<file path="config.mk">
export PLATFORM = sky130hd
export DESIGN_NAME = krt_front
export DESIGN_NICKNAME = d
export VERILOG_FILES = /design/src/rtl/krt_pkg.sv /design/src/rtl/krt_front.sv
export SDC_FILE = /design/constraint.sdc
export NUM_CORES = 1
export LEC_CHECK = 0
export BUFFER_PORTS_ARGS = -buffer_cell sky130_fd_sc_hd__buf_2
export CAP_MARGIN = 20
export CORE_ASPECT_RATIO = 0.9
export CORE_MARGIN = 1
export CORE_UTILIZATION = 54
export CTS_BUF_LIST = sky130_fd_sc_hd__clkbuf_4
export CTS_CLUSTER_SIZE = 8
export DETAILED_ROUTE_END_ITERATION = 8
export GPL_TIMING_DRIVEN = 0
export HOLD_SLACK_MARGIN = 0.08
export MAX_ROUTING_LAYER = met4
export PLACE_DENSITY = 0.8
export SETUP_SLACK_MARGIN = 0.2
export SYNTH_ARGS = -nofsm -noshare
export SYNTH_HDL_FRONTEND = slang
export SYNTH_SLANG_ARGS = --single-unit
export TNS_END_PERCENT = 30
</file>
<file path="constraint.sdc">
create_clock -name aclk -period 7.45 [get_ports aclk]
set_input_delay 1.1175 -clock aclk [delete_from_list [all_inputs] [get_ports aclk]]
set_output_delay 1.1175 -clock aclk [all_outputs]
set_load 0.005 [all_outputs]
</file>
<file path="src/rtl/krt_pkg.sv">
package krt_pkg;

    localparam logic [2:0] MODE_CREATE  = 3'd0;
    localparam logic [2:0] MODE_RESHAPE = 3'd1;
    localparam logic [2:0] MODE_EDIT    = 3'd2;
    localparam logic [2:0] MODE_DELETE  = 3'd3;
    localparam logic [2:0] MODE_OFFSET  = 3'd4;

    localparam logic [1:0] ST_OK        = 2'd0;
    localparam logic [1:0] ST_DUP       = 2'd1;
    localparam logic [1:0] ST_NOT_FOUND = 2'd2;
    localparam logic [1:0] ST_FULL      = 2'd3;

    localparam logic [1:0] EV_NONE      = 2'd0;
    localparam logic [1:0] EV_CHANGED   = 2'd1;
    localparam logic [1:0] EV_DELETED   = 2'd2;

    typedef struct packed {
        logic [2:0]  mode;
        logic [15:0] key_id;
        logic [31:0] pos_x;
        logic [31:0] pos_y;
        logic [15:0] size_w;
        logic [15:0] size_h;
        logic [31:0] background;
    } cmd_t;

    typedef struct packed {
        logic [15:0] key;
        logic [31:0] left;
        logic [31:0] top;
        logic [15:0] width;
        logic [15:0] height;
        logic [31:0] color;
    } entry_t;

    typedef struct packed {
        logic [1:0]  status;
        logic [1:0]  event_res;
        logic [15:0] out_id;
        logic [31:0] out_x;
        logic [31:0] out_y;
        logic [15:0] out_w;
        logic [15:0] out_h;
        logic [31:0] out_background;
        logic        last;
    } res_t;

    localparam int ENTRY_W = $bits(entry_t);

endpackage

</file>
<file path="src/rtl/krt_front.sv">
module krt_front (
    input  logic          aclk,
    input  logic          aresetn,
    input  logic          in_valid,
    output logic          in_ready,
    input  krt_pkg::cmd_t in_cmd,
    output logic          q_valid,
    input  logic          q_pop,
    output krt_pkg::cmd_t q_cmd
);
    import krt_pkg::*;

    cmd_t       slot_reg [2];
    logic       wr_ptr_reg, wr_ptr_next;
    logic       rd_ptr_reg, rd_ptr_next;
    logic [1:0] fill_reg, fill_next;
    logic       keep, push, pop;

    // unused modes and a zero offset produce nothing, so they never reach the back end
    assign keep = (in_cmd.mode <= MODE_OFFSET) &&
                  !(in_cmd.mode == MODE_OFFSET && in_cmd.pos_x == 32'd0 &&
                    in_cmd.pos_y == 32'd0);
    assign in_ready = (fill_reg != 2'd2);
    assign push     = in_valid && in_ready && keep;
    assign q_valid  = (fill_reg != 2'd0);
    assign pop      = q_pop && q_valid;
    assign q_cmd    = slot_reg[rd_ptr_reg];

    always_comb begin
        wr_ptr_next = wr_ptr_reg ^ push;
        rd_ptr_next = rd_ptr_reg ^ pop;
        fill_next   = fill_reg + {1'b0, push} - {1'b0, pop};
    end

    always_ff @(posedge aclk) begin
        if (!aresetn) begin
            wr_ptr_reg <= 1'b0;
            rd_ptr_reg <= 1'b0;
            fill_reg   <= 2'd0;
        end else begin
            wr_ptr_reg <= wr_ptr_next;
            rd_ptr_reg <= rd_ptr_next;
            fill_reg   <= fill_next;
        end
        if (push) begin
            slot_reg[wr_ptr_reg] <= in_cmd;
        end
    end
endmodule

</file>
# --- After elaboration in Yosys (flattened, before gate mapping) ---
# Memories as Yosys holds them, arrays and structs flattened. A register that Yosys moved wholly into a read port is not among the register bits.
# Index checks and enable logic that the tools add are counted.
word_totals:
  reg_bits: 4
  latchBits: 0
  ramBits: 294
  mem_bits_ro: 0
  input_bits: 151
  out_inout_bits: 149
  word_cells: 24
  memories: 1
memory_table:
  columns: ["name", "depth", "word_bits", "rd", "rd_ports_with_merged_regs", "wr", "line_no", "text"]
  rows:
  - ["slot_reg", 2, 147, 1, 1, 1, "krt_front.sv:13", "cmd_t slot_reg [2];"]
classes:
  addsub: 2
  n_mul: 0
  n_div: 0
  n_lt_le_gt_ge: 1
  eq_ne: 2
  shifts: 0
  muxes: 3
  bitwise: 2
  n_reduce_logical: 10
ops:
  columns: ["operator", "count"]
  rows:
  - ["$logic_not 32->1", 2]
  - ["$logic_and 1x1->1", 6]
  - ["$eq 3x3->1 const B", 1]
  - ["$le 3x3->1 const B", 1]
  - ["$mux 1", 3]
  - ["$add 2x1->2", 1]
  - ["$ne 2x2->1 const B", 1]
  - ["$reduce_bool 2->1", 1]
  - ["$sub 2x1->2", 1]
  - ["$xor 1x1->1", 2]
  - ["$logic_not 1->1", 1]

# --- Depth between registers and ports, before layout ---
logic_depth:
  ltp_word: 8
  depth_mapped: 10

# --- Worst setup path before layout ---
# OpenSTA, ideal clock, no wires.
synth_path:
  kind: "input to register"
  startpoint: "input in_cmd[145] in the netlist's numbering"
  endpoint: "memory slot_reg[1][0] in the netlist's numbering (enable)"
  setup_ns: 0.525
  arrival_ns: 5.137
  required_ns: 6.925
  slack_ns: 1.788
  path_stages: 3
  cell_sequence: "or3_1 -> o22ai_1 -> ha_1"
synth_between:
  elab_chain_cells: 8
  elab_cells_between_ends: 9
  classes_between: "order compare: 1; eq/ne: 1; mux: 2; reduce/logical: 5"
synth_rtl:
  columns: ["item", "line_no", "text"]
  rows:
  - ["from (decl)", "krt_front.sv:6", "input krt_pkg::cmd_t in_cmd,"]
  - ["$eq 3x3->1", "krt_front.sv:21", "!(in_cmd.mode == MODE_OFFSET && in_cmd.pos_x == 32'd0 &&"]
  - ["$logic_and 1x1->1 (2 in a row)", "krt_front.sv:21", null]
  - ["$logic_not 1->1", "krt_front.sv:21", null]
  - ["$logic_and 1x1->1 (*)", "krt_front.sv:20", "assign keep = (in_cmd.mode <= MODE_OFFSET) &&"]
  - ["$logic_and 1x1->1 (*)", "krt_front.sv:24", "assign push = in_valid && in_ready && keep;"]
  - ["$mux 1 (*)", "krt_front.sv:45", "if (push) begin"]
  - ["$mux 1 (implied by the code) (*)", "krt_front.sv:46", "slot_reg[wr_ptr_reg] <= in_cmd;"]
  - ["to (decl)", "krt_front.sv:13", null]
# Mark *: on every way between the ends. The rest lies on a longest branch, timed or not.

# --- Worst setup path in the final report ---
layout_path:
  startpoint: "input in_cmd[113] in the netlist's numbering"
  endpoint: "memory slot_reg[1][134] in the netlist's numbering (enable)"
layout_between:
  elab_chain_cells: 8
layout_rtl:
  columns: ["item", "line_no"]
  rows:
  - ["$logic_not 32->1", "krt_front.sv:21"]
  - ["$logic_and 1x1->1 (2 in a row)", "krt_front.sv:21"]
  - ["$logic_not 1->1", "krt_front.sv:21"]
  - ["$logic_and 1x1->1", "krt_front.sv:20"]
  - ["$logic_and 1x1->1", "krt_front.sv:24"]
  - ["$mux 1", "krt_front.sv:45"]
  - ["$mux 1 (implied by the code)", "krt_front.sv:46"]
# No other way between the ends.

==> flow_metrics.py <==
metrics = {
    "clocking": {
        "clockRootBuffer": "clkbuf_4",
        "cts_buffers": 74,
        "cts_tree": "yes",
        "cts_buffer_depth": 3,
        "cts_resized": 0,
        "path_clk_slew_ns": 0.06,
        "cts.sinks": 299,
        "holdBufCountCts": 0,
        "post_cts_buffers": 0,
        "h-tree-depth": 3,
        "worstSkewPairLatency_ns": 0.65,
    },
    "detailed_routing": {
        "drc": 22,
        "wirelength_mm": 22.0,
        "vias": 6163,
        "vias_per_cell": 5.24,
        "post_drt_wl_per_cell_um": 18.7,
        "ant_nets": 0,
        "drt_iter0_drc": 374,
        "dr.pass1.iters": 7,
    },
    "yosys": {
        "ys_top_cells_by_area": "edfxtp_1, mux2_2, dfxtp_1",
        "syn_area_per_cell_um2": 21.8,
        "yosysUniqueCellTypes": 18,
        "synth.top_cells.by_count": "edfxtp_1, mux2_2, buf_2",
        "syn_inst": 504,
        "post-synth-top-area-cell": "edfxtp_1",
        "synth_fp_nets": 659,
        "synth_area_um2": 11000,
        "synth_most_common_cell": "edfxtp_1",
        "yosysWarnings": 0,
        "ys_seq_elements": 299,
        "ys_seq_area_share_pct": 81.4,
        "synthFlopType": "edfxtp_1",
        "synth-async-reset-ratio_pct": 0,
        "synth_edf_count": 294,
        "yosysTopAreaCellShare_pct": 80.5,
    },
    "worst_setup_path": {
        "critPathArrivalTime_ns": 3.63,
        "slowest_delay_ns": 0.48,
        "critPathCaptureType": "register",
        "crit_path_frequent_cell": "buf_16",
        "critPathMaxFanout": 64,
        "worst_setup_path_start_kind": "input port",
        "cp.required_ns": 7.79,
        "cp_slowest_cell": "nor4_2",
        "crit_type": "input port to register",
        "worstPathCellList": "buf_2, nor4_1, nand4_1, nor4_2, o22ai_1, ha_4, buf_16, buf_16",
    },
    "final_layout": {
        "largest_register_ffs": 294,
        "final_nets": 1038,
        "fin_cells": 1177,
        "fillCellCount": 1265,
        "areaGrowthSynthToFinish_pct": 26.3,
        "final_util_pct": 69.5,
        "drive_above_1_share_pct": 63.2,
    },
    "placed_design": {
        "port_buffers": 299,
        "dp_hpwl_mm": 14.7,
        "dp_slack_ns": 3.40,
        "routabilityCongestion": 0.804,
        "dp.cells": 1062,
    },
    "power": {
        "leakage_nw": 5.23,
        "ir_drop_v": 0.000180,
        "switchingPower_mw": 1.06,
        "seq_power_share_pct": 47.9,
        "p_int_mw": 3.28,
        "p_per_area_nw_per_um2": 313,
        "combinationalPowerShare_pct": 20.6,
        "swShare_pct": 24.4,
        "p_clk_share_pct": 31.6,
    },
    "global_routing": {
        "use_met2_pct": 34.2,
        "grt_pass1_vias": 6317,
        "grt_usage_pct": 21.3,
        "grt_antenna_before_repair": 1,
        "grt_first_pass_wirelength_mm": 32.0,
        "grt_start_max_net_pins": 65,
        "grt.busiest_layer": "met2",
        "grtUsageMet1_pct": 24.4,
        "use_met3_pct": 6.67,
        "overflow": 0,
    },
    "timing": {
        "fin_ws_ns": 4.16,
        "max_clock_freq_mhz": 304,
        "skew_ns": 0.0337,
        "finalCriticalPeriod_ns": 3.29,
        "worst_pin_slew_ns": 0.688,
        "maxSlewHeadroom_pct": 54.2,
        "finalCritPeriodShare_pct": 44.1,
        "finalSetupViolCount": 0,
        "rsz0062_at_grt": "no",
        "slew_violations": 0,
        "setup_tns_ns": 0,
        "hold_violations": 0,
    },
    "floorplanning": {
        "core_area_um2": 19900,
        "die_area_um2": 20900,
        "start_util_pct": 55.0,
        "die_w_um": 152,
        "io_pins": 300,
        "die_h_um": 137,
        "rows": 49,
    },
    "status": {
        "status": "complete, but fails checks",
        "failed_checks": "DRC",
    },
    "job": {
        "maxCapViolations": 0,
    },
    "hold_path": {
        "hold_path_class": "register to register",
    },
}
[power groups by stage]
stage          logic (mW)  registers [mW]  clock network, mW
2_1_floorplan       0.493            2.13                  0
3_3_place_gp        0.862            2.15                  0
3_5_place_dp        0.896            2.11                  0
4_1_cts             0.903            2.08               1.40
5_1_grt             0.959            2.09               1.48
6_report            0.891            2.08               1.37
[cell usage in the layout, fill, tap and decap left out]
cell	instances
or3_1	1
clkbuf_4	107
nand2_1	1
nor4_1	15
nor4_2	2
inv_1	2
or2_2	1
diode_2	1
dfxtp_1	5
ha_1	2
and2_1	3
clkinv_1	3
o22ai_1	1
xnor2_1	3
nand2b_1	1
nand4_1	4
mux2_2	147
ha_4	2
o22a_1	1
edfxtp_1	294
bufinv_16	4
buf_2	315
nor2b_1	3
buf_16	4
[worst max-delay path, delay by kind of cell]
kind,cells,cell delay [ns]
AO/OA/AOI/OAI,1,0.25
adder cells (fa/ha/maj),1,0.39
AND/OR/NAND/NOR,3,1.18
buffers and inverters,3,0.66
[layout make-up]
cell class / count / area (µm²) / area share, %
multi-input cells: 187 / 1980 / 14.3
clock buffers: 107 / 803 / 5.80
plain buffers: 16 / 80.1 / 0.578
clock inverters: 7 / 131 / 0.948
repair buffers: 303 / 1610 / 11.6
flip-flops and latches: 299 / 8930 / 64.4
well taps: 255 / 319 / 2.30
diodes: 1 / 2.50 / 0.0181
inverters: 2 / 7.51 / 0.0542
[kinds of logic after synthesis]
group | after synthesis | synth area share (%)
muxes | 147 | 15.1
DFF | 299 | 81.4
and+or+nand+nor | 31 | 1.86
xor gates and xnor gates | 3 | 0.240
buffers and inverters | 18 | 0.799
AOI/OAI and AO/OA | 2 | 0.137
adders and majority gates | 4 | 0.456
[per-stage QoR]
stage	total power [mW]	hold WS, ns	cell area (µm²)
after floorplan	2.62	0.504	11000
after global placement	3.01	0.521	12800
after detailed placement	3.01	0.531	12900
after CTS	4.38	0.548	13900
after global routing	4.53	0.556	13900
final	4.33	0.543	13900
[per-layer routing]
metal | wire, µm | part of all wire [%]
met4 | 703 | 3.2
met1 | 8540 | 39
met2 | 10800 | 49
met5 | 0 | 0
met3 | 1960 | 8.9
[path summary, 6_finish.rpt]
path,from,endpoint,slack (ns),cells past startpoint
hold reg to reg,rd_ptr_reg,register,0.54,2
hold / removal,rd_ptr_reg,register,0.54,2
setup reg to reg,fill_reg[0],slot_reg[1][134],4.56,7
setup / recovery,in_cmd[113],slot_reg[1][134],4.16,8
(Power assumes the default switching activity.)
